**src/hyperbolic_moveout_index_unit_macros.svh**
```systemverilog
// ----------------------------------------------------------------------------
// Hyperbolic moveout index unit: assertion macros
// Immediate-style wrappers for concurrent checks, empty in synthesis.
// ----------------------------------------------------------------------------
`ifndef HYPERBOLIC_MOVEOUT_INDEX_UNIT_MACROS_SVH
`define HYPERBOLIC_MOVEOUT_INDEX_UNIT_MACROS_SVH
`ifndef SYNTHESIS
`define HMU_ASSERT_IMP(lbl, clk, rst, ante, cons) \
   lbl: assert property (@(posedge clk) disable iff (rst) (ante) |-> (cons)) \
      else $error("hmu check failed");
`define HMU_ASSERT_NXT(lbl, clk, rst, ante, cons) \
   lbl: assert property (@(posedge clk) disable iff (rst) (ante) |=> (cons)) \
      else $error("hmu check failed");
`else
`define HMU_ASSERT_IMP(lbl, clk, rst, ante, cons)
`define HMU_ASSERT_NXT(lbl, clk, rst, ante, cons)
`endif
`endif

```
**src/hmu_pkg.sv**
```systemverilog
// ----------------------------------------------------------------------------
// Hyperbolic moveout index unit: package
// Payload, configuration, queue entry and status types shared by the modules.
// ----------------------------------------------------------------------------
`default_nettype none
package hmu_pkg;

   localparam int NT_W   = 17;
   localparam int NQ_W   = 13;
   localparam int POSA_W = 22;
   localparam int IDX_W  = 20;
   localparam int POS_W  = 28;
   localparam int QDEPTH = 4;
   localparam int QPTR_W = 2;
   localparam int QCNT_W = 3;
   localparam int CSR_W  = 2;

   localparam logic [CSR_W-1:0] CSR_NUM_TIME        = 2'd0;
   localparam logic [CSR_W-1:0] CSR_NUM_CURVES      = 2'd1;
   localparam logic [CSR_W-1:0] CSR_SAMPLE_INTERVAL = 2'd2;

   typedef struct packed {
      logic [31:0]        time_value;
      logic signed [23:0] offset_value;
      logic [31:0]        velocity_term;
      logic [11:0]        time_index;
      logic [7:0]         curve_index;
      logic [7:0]         offset_index;
   } req_type;

   typedef struct packed {
      logic [POS_W-1:0] sparse_position;
      logic [IDX_W-1:0] data_index;
      logic [IDX_W-1:0] model_index;
      logic             valid_res;
   } rsp_type;

   typedef struct packed {
      logic [NT_W-1:0] nt;
      logic [NQ_W-1:0] nq;
      logic [31:0]     dt;
   } cfg_type;

   typedef struct packed {
      logic [46:0]       h2;
      logic [31:0]       vel;
      logic [63:0]       tsq;
      logic [11:0]       ti;
      logic [POSA_W-1:0] pos_a;
      logic [IDX_W-1:0]  model;
      logic [IDX_W-1:0]  data_base;
      logic              ok;
   } qent_type;

   typedef struct packed {
      logic              full;
      logic              empty;
      logic [QCNT_W-1:0] count;
   } qstat_type;

   typedef struct packed {
      logic [POS_W-1:0] sparse;
      logic [IDX_W-1:0] data_base;
      logic [IDX_W-1:0] model;
      logic             ok;
   } sb_type;

endpackage
`default_nettype wire

```
**src/hmu_queue.sv**
```systemverilog
// ----------------------------------------------------------------------------
// Hyperbolic moveout index unit: decoupling queue
// Short FIFO between the front end and the arithmetic pipeline.
// ----------------------------------------------------------------------------
`default_nettype none
module hmu_queue (
   input  wire logic               clock,
   input  wire logic               reset,
   input  wire logic               push,
   input  wire hmu_pkg::qent_type  push_data,
   input  wire logic               pop,
   output hmu_pkg::qent_type       pop_data,
   output hmu_pkg::qstat_type      stat
);
   import hmu_pkg::*;

   qent_type          mem_ff [QDEPTH];
   logic [QPTR_W-1:0] wr_ff, wr_in, rd_ff, rd_in;
   logic [QCNT_W-1:0] cnt_ff, cnt_in;

   assign stat.full  = cnt_ff == QCNT_W'(QDEPTH);
   assign stat.empty = cnt_ff == '0;
   assign stat.count = cnt_ff;
   assign pop_data   = mem_ff[rd_ff];

   always_comb begin
      wr_in  = push ? wr_ff + 1'b1 : wr_ff;
      rd_in  = pop ? rd_ff + 1'b1 : rd_ff;
      cnt_in = cnt_ff + QCNT_W'(push) - QCNT_W'(pop);
   end

   always_ff @(posedge clock) begin
      if (reset) begin
         wr_ff  <= '0;
         rd_ff  <= '0;
         cnt_ff <= '0;
      end else begin
         wr_ff  <= wr_in;
         rd_ff  <= rd_in;
         cnt_ff <= cnt_in;
      end
   end

   always_ff @(posedge clock) begin
      if (push) begin
         mem_ff[wr_ff] <= push_data;
      end
   end
endmodule
`default_nettype wire

```
**config.mk**
```make
export PLATFORM = sky130hd
export DESIGN_NAME = hmu_queue
export DESIGN_NICKNAME = d
export VERILOG_FILES = /design/src/hyperbolic_moveout_index_unit_macros.svh /design/src/hmu_pkg.sv /design/src/hmu_queue.sv
export SDC_FILE = /design/constraint.sdc
export NUM_CORES = 1
export LEC_CHECK = 0
export BUFFER_PORTS_ARGS = -buffer_cell sky130_fd_sc_hd__buf_2
export CAP_MARGIN = 20
export CORE_MARGIN = 4
export CORE_UTILIZATION = 59
export CTS_BUF_LIST = sky130_fd_sc_hd__clkbuf_8
export CTS_CLUSTER_SIZE = 28
export DETAILED_ROUTE_END_ITERATION = 7
export HOLD_SLACK_MARGIN = 0.08
export PLACE_DENSITY_LB_ADDON = 0.3
export SETUP_SLACK_MARGIN = 0.02
export SYNTH_ARGS = -nofsm -noshare
export SYNTH_HDL_FRONTEND = slang
export SYNTH_SLANG_ARGS = --single-unit
```
**constraint.sdc**
```tcl
create_clock -name clock -period 7.4 [get_ports clock]
set_input_delay 1.11 -clock clock [delete_from_list [all_inputs] [get_ports clock]]
set_output_delay 1.11 -clock clock [all_outputs]
set_load 0.02 [all_outputs]
```
== Word-level counts from Yosys, hierarchy flattened ==
Memories as Yosys holds them, arrays and structs flattened. A register that Yosys moved wholly into a read port is not among the register bits.
Cells that the tools add are included.
Cells by class
  equality and inequality tests: 1
  reduce and logical (&&, ||, !) cells: 1
  muxes and demuxes: 4
  add/sub/neg operators: 4
Operator list (number)
  2-bit by 1-bit adder with 2-bit output (second input constant): 2
  2-bit two-way mux: 2
  3-bit by 1-bit adder with 3-bit output: 1
  3-bit equality test (second input constant): 1
  3-bit logical NOT: 1
  3-bit by 1-bit subtractor with 3-bit output: 1
  1-bit two-way mux: 2
Word-level totals
  input port bits: 222
  memories: 1
  RAM bits: 872
  word-level logic and storage cells: 14
  register bits after elaboration: 7
Memories
  mem_ff: words 4, bits a word 218, read ports 1, clocked after memory_dff 1, wr ports 1, line hmu_queue.sv:17  | qent_type mem_ff [QDEPTH];

== Longest topological paths before layout ==
  depth after elaboration: 3
  depth in mapped cells: 7
  gate-level depth less buffers: 7

== Least setup slack after synthesis ==
No wires, ideal clock.
  path kind: input -> register
  start point: in push
  end point: mem mem_ff[0][0] (netlist bit) (enable)
  buffers on the path: 0
  arrival: 6.049 ns
  data required time: 6.795 ns
  stages on the path: 1
  slack: 0.746 ns
  cells stage by stage: and2_1
On the way
  word-level cells in the longest chain between the ends: 2
RTL lines
  start: declaration: line hmu_queue.sv:9  | input wire logic push,
  1-bit two-way mux: line hmu_queue.sv:45  | if (push) begin
  1-bit two-way mux (not written as such): line hmu_queue.sv:46  | mem_ff[wr_ff] <= push_data;
  end: declaration: line hmu_queue.sv:17
Every way passes these cells.

==> flow_summary.yaml <==
global_routing:
  grt_max_degree: 145
  globalRouteMet3Util_pct: 8.442
  grt_use_met2_pct: 34.59
  top_usage_layer: "met2"
  grt_pass1_wl_mm: 93.41
  grt_usage_pct: 22.05
  antenna_found_initial: 27
  met1_usage_pct: 28.63
  overflow: 0
  grt_pass1_vias: 15370
timing:
  drv_slew: 0
  tns_ns: 0
  setup-violations-final: 0
  period_share_pct: 56.87
  slew_headroom_pct: 26.70
  tightest_slew_ns: 1.099
  finalHoldViolCount: 0
  final.min_clock_period_ns: 4.209
  fin_skew_ns: 0.02090
  rsz0062_at_grt: "false"
  max_freq_ghz: 0.2376
die:
  die_y_um: 240.2
  io_pins: 445
  core-area_um2: 52970
  die_width_um: 240.2
  die-area_um2: 57690
  start_util_pct: 60.05
  rows: 84
synthesis:
  syn_nets: 1409
  ys_seq_area_share_pct: 82.89
  synthCells: 1180
  synthesis.area_um2: 31810
  ys_ff_latch: 881
  ys_types: 22
  synth_warnings: 0
  postSynthAreaPerCell_um2: 26.96
final_layout:
  finalNonFillerCells: 2537
  drive_gt1_share_pct: 46.22
  finalNetCount: 1955
  syn_to_final_growth_pct: 17.17
  nFillCells: 3105
clock_network:
  cts_setup_buffers: 0
  cts_buffer_depth: 3
  htree_levels: 4
  cts_sinks: 881
  cts_tree: "built"
  cts_buffers: 136
  clock_insertion_delay_worst_skew_ns: 0.73
  cts-root-buf: "clkbuf_8"
  cts.clk_slew.worst_paths_ns: 0.06
  hold_buffers: 0
  ctsResizeCount: 0
place:
  gp_congestion: 0.7459
  hpwl_mm: 37.27
  post-place-cells: 2276
  io_buffer_count: 444
detailed_routing:
  wl_mm: 62.47
  ant_nets: 0
  firstDrtPassIters: 5
  drtIter0Drc: 1101
  vias: 14440
  vias_per_cell: 5.691
  routedWlPerCell_um: 24.62
  drc: 0
power_and_ir_drop:
  p_leak_nw: 12.63
  peakVddDrop_mv: 0.2205
  pwr_density_cell_nw_per_um2: 281.9
worst_setup_path:
  worst_setup_path_start_kind: "flop"
  path_cells: "buf_12 > mux4_2 > buf_2"
  slowest_stage: "dfxtp_4"
  crit_fanout: 94
  setup.worst_path.class: "flop to output port"
  required_ns: 6.29
  slowest_delay_ns: 0.73
  r2r-start: "wr_ff[0]"
  crit_path_end_kind: "output port"
  worstPathArrival_ns: 3.10
job:
  cap_viol_max_count: 0
worst_hold_path:
  worstHoldStart: "rd_ff[1]"
  hp-class: "flop to flop"
status:
  outcome: "finished, final reports clean"
-- cell usage after synthesis --
| cell | number | area [um^2] |
|---|---|---|
| edfxtp_1 | 872 | 26190 |
| mux4_2 | 218 | 4910 |
| buf_2 | 22 | 110.1 |
| buf_4 | 12 | 90.09 |
| buf_1 | 10 | 37.54 |
| dfxtp_1 | 9 | 180.2 |
| ha_1 | 6 | 75.07 |
| inv_1 | 6 | 22.52 |
| nor2_1 | 5 | 18.77 |
| and2_1 | 4 | 25.02 |
| buf_6 | 3 | 33.78 |
| nor2b_1 | 2 | 12.51 |
| xnor2_1 | 2 | 17.52 |
| a21bo_2 | 1 | 10.01 |
| a21oi_1 | 1 | 5.000 |
| and3_1 | 1 | 6.260 |
| clkbuf_1 | 1 | 3.750 |
| fa_1 | 1 | 20.02 |
| mux2i_1 | 1 | 10.01 |
| nand3b_1 | 1 | 7.510 |
| nor3_1 | 1 | 5.000 |
| xor3_1 | 1 | 23.77 |
-- layout make-up --
cell class	count	area [um^2]	share of cell area, %
Clock buffer	146	2009	5.391
Tap cell	688	860.8	2.310
Clock inverter	92	391.6	1.051
Sequential cell	881	26370	70.76
Timing Repair Buffer	456	2400	6.439
Multi-Input combinational cell	245	5156	13.83
Inverter	6	22.52	0.06043
Antenna cell	23	57.56	0.1544
-- power breakdown --
part / total (mW) / switching [mW] / internal, mW
registers: 5.81 / 0.0670 / 5.74
clock network: 3.55 / 1.73 / 1.81
logic: 1.15 / 0.697 / 0.453
-- kinds of logic after synthesis --
| family | after synthesis | share of synthesized area, % |
|---|---|---|
| multiplexers | 219 | 15.47 |
| flip-flops | 881 | 82.89 |
| buffers and inverters | 54 | 0.9362 |
| adder cells (fa/ha/maj) | 7 | 0.2989 |
| AND/OR/NAND/NOR | 14 | 0.2360 |
| AO/OA/AOI/OAI | 2 | 0.04719 |
| XOR/XNOR | 3 | 0.1298 |
-- metal layers --
metal | share of wire [%] | wire length, um
met5 | 0.21 | 130
met2 | 50 | 31430
met4 | 2.4 | 1513
met1 | 38 | 23690
met3 | 9.1 | 5711
-- worst max-delay path, delay by kind of cell (launching register included) --
kind | cells | cell delay [ns]
DFF | 1 | 0.73
buffers and inverters | 2 | 0.78
muxes | 1 | 0.63
-- state kept, by name (all words and copies together) (netlist names), named ones only --
name	count
cnt_ff	3
mem_ff	872
rd_ff	2
wr_ff	2
-- cell usage in the layout, fill, tap and decap left out, types with 3 or more instances in the layout --
cell / instances
and2_4: 4
buf_12: 7
buf_2: 444
buf_4: 5
clkbuf_8: 146
clkinv_1: 35
clkinv_2: 10
clkinvlp_4: 3
dfxtp_1: 7
diode_2: 23
edfxtp_1: 872
ha_1: 6
inv_1: 46
inv_6: 3
mux4_2: 218
nor2_1: 5
-- path summary, 6_finish.rpt --
path	to	cells after the start	slack (ns)
setup / recovery	pop_data[10]	3	3.19
hold / removal	flop	2	0.54
setup reg to reg	mem_ff[3][149]	3	4.63
hold reg to reg	flop	2	0.54
-- through the flow --
step                      instance area, um^2  setup slack, ns  hold WS [ns]  utilization [%]  power [mW]
after floorplan                         31810           0.7464        0.4918                -       6.675
after global placement                  34810            3.819        0.5081            65.72       7.051
after detailed placement                34810            3.857        0.5187            65.72       7.084
after CTS                               37210            3.052        0.4722            70.25       10.63
after global routing                    37240            2.899        0.5093            70.30       10.95
final                                   37270            3.191        0.5380            70.36       10.51
Power figures use the tool's default switching activity.
