**src/hyperbolic_moveout_index_unit_macros.svh**
```systemverilog
// ----------------------------------------------------------------------------
// Hyperbolic moveout index unit: assertion macros
// Immediate-style wrappers for concurrent checks, empty in synthesis.
// ----------------------------------------------------------------------------
`ifndef HYPERBOLIC_MOVEOUT_INDEX_UNIT_MACROS_SVH
`define HYPERBOLIC_MOVEOUT_INDEX_UNIT_MACROS_SVH
`ifndef SYNTHESIS
`define HMU_ASSERT_IMP(lbl, clk, rst, ante, cons) \
   lbl: assert property (@(posedge clk) disable iff (rst) (ante) |-> (cons)) \
      else $error("hmu check failed");
`define HMU_ASSERT_NXT(lbl, clk, rst, ante, cons) \
   lbl: assert property (@(posedge clk) disable iff (rst) (ante) |=> (cons)) \
      else $error("hmu check failed");
`else
`define HMU_ASSERT_IMP(lbl, clk, rst, ante, cons)
`define HMU_ASSERT_NXT(lbl, clk, rst, ante, cons)
`endif
`endif

```
**src/hmu_pkg.sv**
```systemverilog
// ----------------------------------------------------------------------------
// Hyperbolic moveout index unit: package
// Payload, configuration, queue entry and status types shared by the modules.
// ----------------------------------------------------------------------------
`default_nettype none
package hmu_pkg;

   localparam int NT_W   = 17;
   localparam int NQ_W   = 13;
   localparam int POSA_W = 22;
   localparam int IDX_W  = 20;
   localparam int POS_W  = 28;
   localparam int QDEPTH = 4;
   localparam int QPTR_W = 2;
   localparam int QCNT_W = 3;
   localparam int CSR_W  = 2;

   localparam logic [CSR_W-1:0] CSR_NUM_TIME        = 2'd0;
   localparam logic [CSR_W-1:0] CSR_NUM_CURVES      = 2'd1;
   localparam logic [CSR_W-1:0] CSR_SAMPLE_INTERVAL = 2'd2;

   typedef struct packed {
      logic [31:0]        time_value;
      logic signed [23:0] offset_value;
      logic [31:0]        velocity_term;
      logic [11:0]        time_index;
      logic [7:0]         curve_index;
      logic [7:0]         offset_index;
   } req_type;

   typedef struct packed {
      logic [POS_W-1:0] sparse_position;
      logic [IDX_W-1:0] data_index;
      logic [IDX_W-1:0] model_index;
      logic             valid_res;
   } rsp_type;

   typedef struct packed {
      logic [NT_W-1:0] nt;
      logic [NQ_W-1:0] nq;
      logic [31:0]     dt;
   } cfg_type;

   typedef struct packed {
      logic [46:0]       h2;
      logic [31:0]       vel;
      logic [63:0]       tsq;
      logic [11:0]       ti;
      logic [POSA_W-1:0] pos_a;
      logic [IDX_W-1:0]  model;
      logic [IDX_W-1:0]  data_base;
      logic              ok;
   } qent_type;

   typedef struct packed {
      logic              full;
      logic              empty;
      logic [QCNT_W-1:0] count;
   } qstat_type;

   typedef struct packed {
      logic [POS_W-1:0] sparse;
      logic [IDX_W-1:0] data_base;
      logic [IDX_W-1:0] model;
      logic             ok;
   } sb_type;

endpackage
`default_nettype wire

```
**src/hmu_front.sv**
```systemverilog
// ----------------------------------------------------------------------------
// Hyperbolic moveout index unit: front end
// Accept requests, square time and offset, form indices and classify.
// ----------------------------------------------------------------------------
`default_nettype none
module hmu_front #(
   parameter int MAX_OFFSETS = 256
) (
   input  wire logic              clock,
   input  wire logic              reset,
   input  wire logic              req_valid,
   output logic                   req_ready,
   input  wire hmu_pkg::req_type  req_data,
   input  wire hmu_pkg::cfg_type  cfg,
   input  wire logic              q_full,
   output logic                   q_push,
   output hmu_pkg::qent_type      q_data
);
   import hmu_pkg::*;

   logic     fv_ff, fv_in;
   qent_type fd_ff, fd_in;
   logic [23:0] raw, habs;
   logic        oi_ok;

   assign q_push    = fv_ff && !q_full;
   assign req_ready = !fv_ff || !q_full;
   assign q_data    = fd_ff;

   always_comb begin
      raw   = req_data.offset_value;
      habs  = raw[23] ? (24'd0 - raw) : raw;
      oi_ok = 32'(req_data.offset_index) < 32'(MAX_OFFSETS);
      fd_in.h2    = 47'(48'(habs) * 48'(habs));
      fd_in.vel   = req_data.velocity_term;
      fd_in.tsq   = 64'(req_data.time_value) * 64'(req_data.time_value);
      fd_in.ti    = req_data.time_index;
      fd_in.pos_a = POSA_W'(req_data.offset_index) * POSA_W'(cfg.nq)
                    + POSA_W'(req_data.curve_index);
      fd_in.model = IDX_W'(IDX_W'(req_data.curve_index) * IDX_W'(cfg.nt)
                    + IDX_W'(req_data.time_index));
      fd_in.data_base = IDX_W'(IDX_W'(req_data.offset_index) * IDX_W'(cfg.nt));
      fd_in.ok = (req_data.velocity_term != 32'd0) && (cfg.dt != 32'd0)
                 && (NT_W'(req_data.time_index) < cfg.nt)
                 && (NQ_W'(req_data.curve_index) < cfg.nq) && oi_ok;
   end

   always_comb begin
      fv_in = fv_ff;
      if (req_valid && req_ready) begin
         fv_in = 1'b1;
      end else if (q_push) begin
         fv_in = 1'b0;
      end
   end

   always_ff @(posedge clock) begin
      if (reset) begin
         fv_ff <= 1'b0;
      end else begin
         fv_ff <= fv_in;
      end
   end

   always_ff @(posedge clock) begin
      if (req_valid && req_ready) begin
         fd_ff <= fd_in;
      end
   end
endmodule
`default_nettype wire

```
**config.mk**
```make
export PLATFORM = sky130hd
export DESIGN_NAME = hmu_front
export DESIGN_NICKNAME = d
export VERILOG_FILES = /design/src/hyperbolic_moveout_index_unit_macros.svh /design/src/hmu_pkg.sv /design/src/hmu_front.sv
export SDC_FILE = /design/constraint.sdc
export NUM_CORES = 2
export LEC_CHECK = 0
export ABC_AREA = 1
export BUFFER_PORTS_ARGS = -buffer_cell sky130_fd_sc_hd__buf_2
export CORE_ASPECT_RATIO = 1.75
export CORE_MARGIN = 3
export CORE_UTILIZATION = 55
export DETAILED_ROUTE_END_ITERATION = 6
export PLACE_DENSITY = 0.73
export SKIP_CTS_REPAIR_TIMING = 1
export SYNTH_ARGS = -nofsm -noshare
export SYNTH_HDL_FRONTEND = slang
export SYNTH_SLANG_ARGS = --single-unit
```
**constraint.sdc**
```tcl
create_clock -name clock -period 13.05 [get_ports clock]
set_input_delay 0.6525 -clock clock [delete_from_list [all_inputs] [get_ports clock]]
set_output_delay 0.6525 -clock clock [all_outputs]
set_load 0.05 [all_outputs]
```
## Word level (Yosys, flattened, before mapping)

Index checks and enable logic that the tools add are counted.

| storage, ports and cells | value |
|---|---|
| word-level logic and storage cells | 33 |
| output and inout port bits | 220 |
| flip-flop bits (word level) | 219 |

| cells by class | value |
|---|---|
| $lt $le $gt $ge | 2 |
| $mul | 5 |
| $add $sub $neg | 3 |
| muxes and demuxes | 3 |
| reduce and logical (&&, ||, !) cells | 11 |

Operators by type and width:

| cell | count |
|---|---|
| 32-bit by 32-bit multiplier with 64-bit output | 1 |
| 32-bit nonzero test | 2 |
| 24-bit by 24-bit multiplier with 47-bit output | 1 |
| 8-bit by 17-bit multiplier with 20-bit output | 2 |
| 24-bit 2-to-1 mux | 1 |
| 1-bit by 24-bit subtractor with 24-bit output, first input constant | 1 |
| 21-bit by 8-bit adder with 22-bit output | 1 |
| 8-bit by 13-bit multiplier with 21-bit output | 1 |
| 20-bit by 12-bit adder with 20-bit output | 1 |
| 12-bit by 17-bit < comparator with 1-bit output | 1 |
| 8-bit by 13-bit < comparator with 1-bit output | 1 |
| 1-bit logical AND | 5 |
| 1-bit zero test | 2 |
| 1-bit 2-to-1 mux | 2 |
| 2-bit nonzero test | 1 |
| 1-bit logical OR | 1 |

## Longest topological paths before layout

| logic depth | value |
|---|---|
| word-level depth | 4 |
| gate-level depth with buffers | 41 |
| depth with buffers taken out | 38 |

## Worst setup path after synthesis

Ideal clock, no wire load.

| timing | value |
|---|---|
| path type | input to register |
| start point | in req_valid |
| end point | reg fd_ff, in the netlist q_data[0] (enable) |
| buffers on the path | 0 |
| cell stages on the path | 2 |
| library setup time | 0.864 ns |
| data arrival time | 11.060 ns |
| slack | 1.126 ns |
| cell sequence | inv_1 > a21oi_1 |

| between the ends | value |
|---|---|
| cells in the longest elaborated chain, start to end | 1 |

RTL lines:

| what | RTL line | source |
|---|---|---|
| from (decl) | hmu_front.sv:11 | `input wire logic req_valid,` |
| 1-bit logical AND | hmu_front.sv:66 | `if (req_valid && req_ready) begin` |
| to (signal assigned) | hmu_front.sv:67 | `fd_ff <= fd_in;` |
| to (decl) | hmu_front.sv:22 | `qent_type fd_ff, fd_in;` |

Every way passes these cells.
A chain may end at the register's enable or synchronous reset.

==> out/qor.log <==
[run_status] violated checks DRC
[cts] clock edge transition at the registers on the reported setup and hold paths 0.08 ns
[final_layout] layout overhead on the synthesized area 6.25%
[floorplan] y dimension of the die 469 um
[timing] final count of negative-setup-slack endpoints 0
[synth] Yosys warnings 0
[worst_setup_path] number of buffer and inverter stages on the critical path 8
[detailed_routing] total number of vias 52,768
[cts] number of buffers created by CTS 26
[final_layout] Final nets 10,645
[final_layout] utilization after layout 59.0%
[floorplan] boundary pin count 402
[cts] clock insertion delay at the later pin of the skew report 0.63 ns
[detailed_routing] count of nets left with antenna violations after detail routing 0
[detailed_routing] Total Wirelength 198 mm
[place] post-detailed-placement half-perimeter wirelength 165 mm
[min_path] Worst Hold Class primary input to register
[detailed_routing] detailed-routing iteration count for the pre-antenna-repair pass 7
[synth] syn avg cell area 8.26 um^2
[grt] met1 Resource Use GR 33.0%
[detailed_routing] DRC viols 2
[cts] maximum count of clock buffers along a single path 3
[timing] fmax 112 MHz
[place] Placer Congestion 1.04
[grt] overall fraction of global-route tracks in use 31.9%
[floorplan] die outline area 127,000 um^2
[synth] main area contributors after synthesis sky130_fd_sc_hd__fa_1, sky130_fd_sc_hd__inv_1, sky130_fd_sc_hd__ha_1, sky130_fd_sc_hd__nand2_1, sky130_fd_sc_hd__edfxtp_1
[flow_run] number of maximum-capacitance violations 0
[grt] global-route wire length before repair 312 mm
[grt] met3 usage in global routing 3.71%
[timing] final hold violation count 0
[timing] pins over their slew limit 0
[cts] maximum level of the CTS H-tree 1
[grt] peak-usage layer in the global routing report met2
[worst_setup_path] slowest cell on the critical path sky130_fd_sc_hd__inv_1
[grt] antenna violations before repair 4
[cts] Clock Tree Root sky130_fd_sc_hd__clkbuf_16
[synth] most instantiated library cell after synthesis sky130_fd_sc_hd__inv_1
[grt] largest net degree at the start of global routing 71
[floorplan] total core area 122,000 um^2
[cts] clock tree from TritonCTS built
[worst_setup_path] cell seen most often among critical-path stages sky130_fd_sc_hd__fa_1
[worst_setup_path] Worst EP required 13.45 ns
[final_layout] filler cell count in the final layout 10,845
[grt] residual overflow from global routing 0
[worst_setup_path] worst-case reg-to-reg path depth 4
[min_path] Hold Crit Depth 2
[floorplan] row cnt 169
[cts] clk sink count 217
[detailed_routing] Initial DRC Count 3,112
[synth] Post-Syn Area 67,500 um^2
[synth] primary flip-flop cell chosen by synthesis mapping sky130_fd_sc_hd__edfxtp_1
[worst_setup_path] kind of launch point of the worst setup path primary input
[synth] fraction of synthesis flops using an asynchronous set or reset pin 0%
[synth] Yosys reg bits 217
[synth] sequential share of the synthesized area 9.64%
[timing] RSZ-0062 raised after global routing no
[worst_setup_path] Worst path top cell family by delay adder cells
[timing] minimum clock period 8.93 ns
[timing] Worst-Margin Slew 1.23 ns
[worst_setup_path] maximum net fanout on the critical path 21
[synth] library cells used by synthesis 53
[detailed_routing] routed length per instance 19.7 um
[floorplan] Die Width 271 um
[worst_setup_path] Worst setup EP type register
[detailed_routing] vias per inst 5.24
[timing] maximum clock skew at final layout 0.0248 ns
[synth] leading post-synthesis cells by instance count sky130_fd_sc_hd__inv_1, sky130_fd_sc_hd__nand2_1, sky130_fd_sc_hd__fa_1
[timing] summed negative setup slack over all endpoints 0 ns
[final_layout] share of layout cells above drive strength 1 6.45%
[synth] Synth Instances 8,167
[place] number of port buffers 399
[run_status] result of the run finished with violations
[grt] GRT met2 Usage 59.6%
[final_layout] area of combinational cells with multiple inputs 50,100 um^2
[synth] Synth top area share 43.9%
[worst_setup_path] arrival time reported for the critical path endpoint 9.33 ns
[worst_setup_path] critical path depth 28
[timing] worst rel slew slack 18.0%
[synth] number of enable flip-flop cells after synthesis 216
[worst_setup_path] stage delay of the slowest cell on the critical path 0.83 ns
[synth] largest area contributor in the netlist sky130_fd_sc_hd__fa_1
[grt] number of global-route vias before repair 59,253
[timing] fraction of the cycle the final worst path needs 68.5%
[final_layout] flip-flop and latch area 6510 um^2
[worst_setup_path] startpoint-to-endpoint class of the critical path primary input to register
[floorplan] Starting Density 55.5%
[area by class of cell]
cell class,instances,area share [%]
timing repair buffer,423,3.04
clock inverter,18,0.220
antenna,2,0.00698
multi-input combinational,5079,69.9
sequential,217,9.07
clock buffer,29,0.953
tap,1624,2.83
inverter,2670,14.0
[metrics by stage]
step | cells | hold WS (ns) | setup slack (ns) | cell area (um^2)
6_report | 10062 | 0.168 | 4.12 | 71700
4_1_cts | 10060 | 0.126 | 4.27 | 71700
3_5_place_dp | 10013 | 0.516 | 3.55 | 70900
2_1_floorplan | 8184 | 0.722 | 1.13 | 67500
3_3_place_gp | 10013 | 0.500 | 3.64 | 70900
5_1_grt | 10061 | 0.155 | 3.91 | 71700
[state kept, by name, summed over array words and instances (netlist names)]
register / flops
q_data: 216
fv_ff: 1
[cell usage in the layout, fill, tap and decap left out, types with 5 or more instances in the layout]
cell	instances
sky130_fd_sc_hd__xor2_1	100
sky130_fd_sc_hd__ha_1	566
sky130_fd_sc_hd__o21ai_0	78
sky130_fd_sc_hd__o21bai_1	30
sky130_fd_sc_hd__inv_1	2644
sky130_fd_sc_hd__nand2_2	10
sky130_fd_sc_hd__o21ai_1	5
sky130_fd_sc_hd__nand3b_1	7
sky130_fd_sc_hd__edfxtp_1	216
sky130_fd_sc_hd__a21oi_1	186
sky130_fd_sc_hd__nor3_1	24
sky130_fd_sc_hd__buf_4	24
sky130_fd_sc_hd__nor4_1	23
sky130_fd_sc_hd__fa_1	1480
sky130_fd_sc_hd__a21o_1	13
sky130_fd_sc_hd__clkbuf_16	27
sky130_fd_sc_hd__nand3_1	150
sky130_fd_sc_hd__buf_2	399
sky130_fd_sc_hd__conb_1	19
sky130_fd_sc_hd__inv_2	25
sky130_fd_sc_hd__nor2_1	357
sky130_fd_sc_hd__nand4_1	52
sky130_fd_sc_hd__nor2_4	10
sky130_fd_sc_hd__nand2_1	1865
sky130_fd_sc_hd__xnor2_1	38
sky130_fd_sc_hd__nor2_2	8
sky130_fd_sc_hd__or2_2	8
[routing by layer]
metal | share of wire, % | routed length (um)
met4 | 8.3 | 16400
met2 | 54 | 106000
met1 | 32 | 63900
met5 | 0.011 | 21
met3 | 5.8 | 11500
[worst paths after layout]
check	slack, ns	start	endpoint
setup reg to reg	9.96	fv_ff	q_data[149]
hold / removal	0.17	reset	fv_ff
hold reg to reg	0.53	fv_ff	fv_ff
setup / recovery	4.12	req_data[60]	q_data[208]
[logic make-up after synthesis]
group / after synthesis / share of synthesized area (%)
buf+inv: 2888 / 16.2
compound gates: 339 / 2.80
fa+ha+maj: 2046 / 54.4
simple gates: 2534 / 15.1
flops: 217 / 9.64
other cells: 2 / 0.0111
xor+xnor: 141 / 1.88
Power is not shown: default switching activity piles up to over one toggle a cycle in this logic, so the estimate is an artifact.
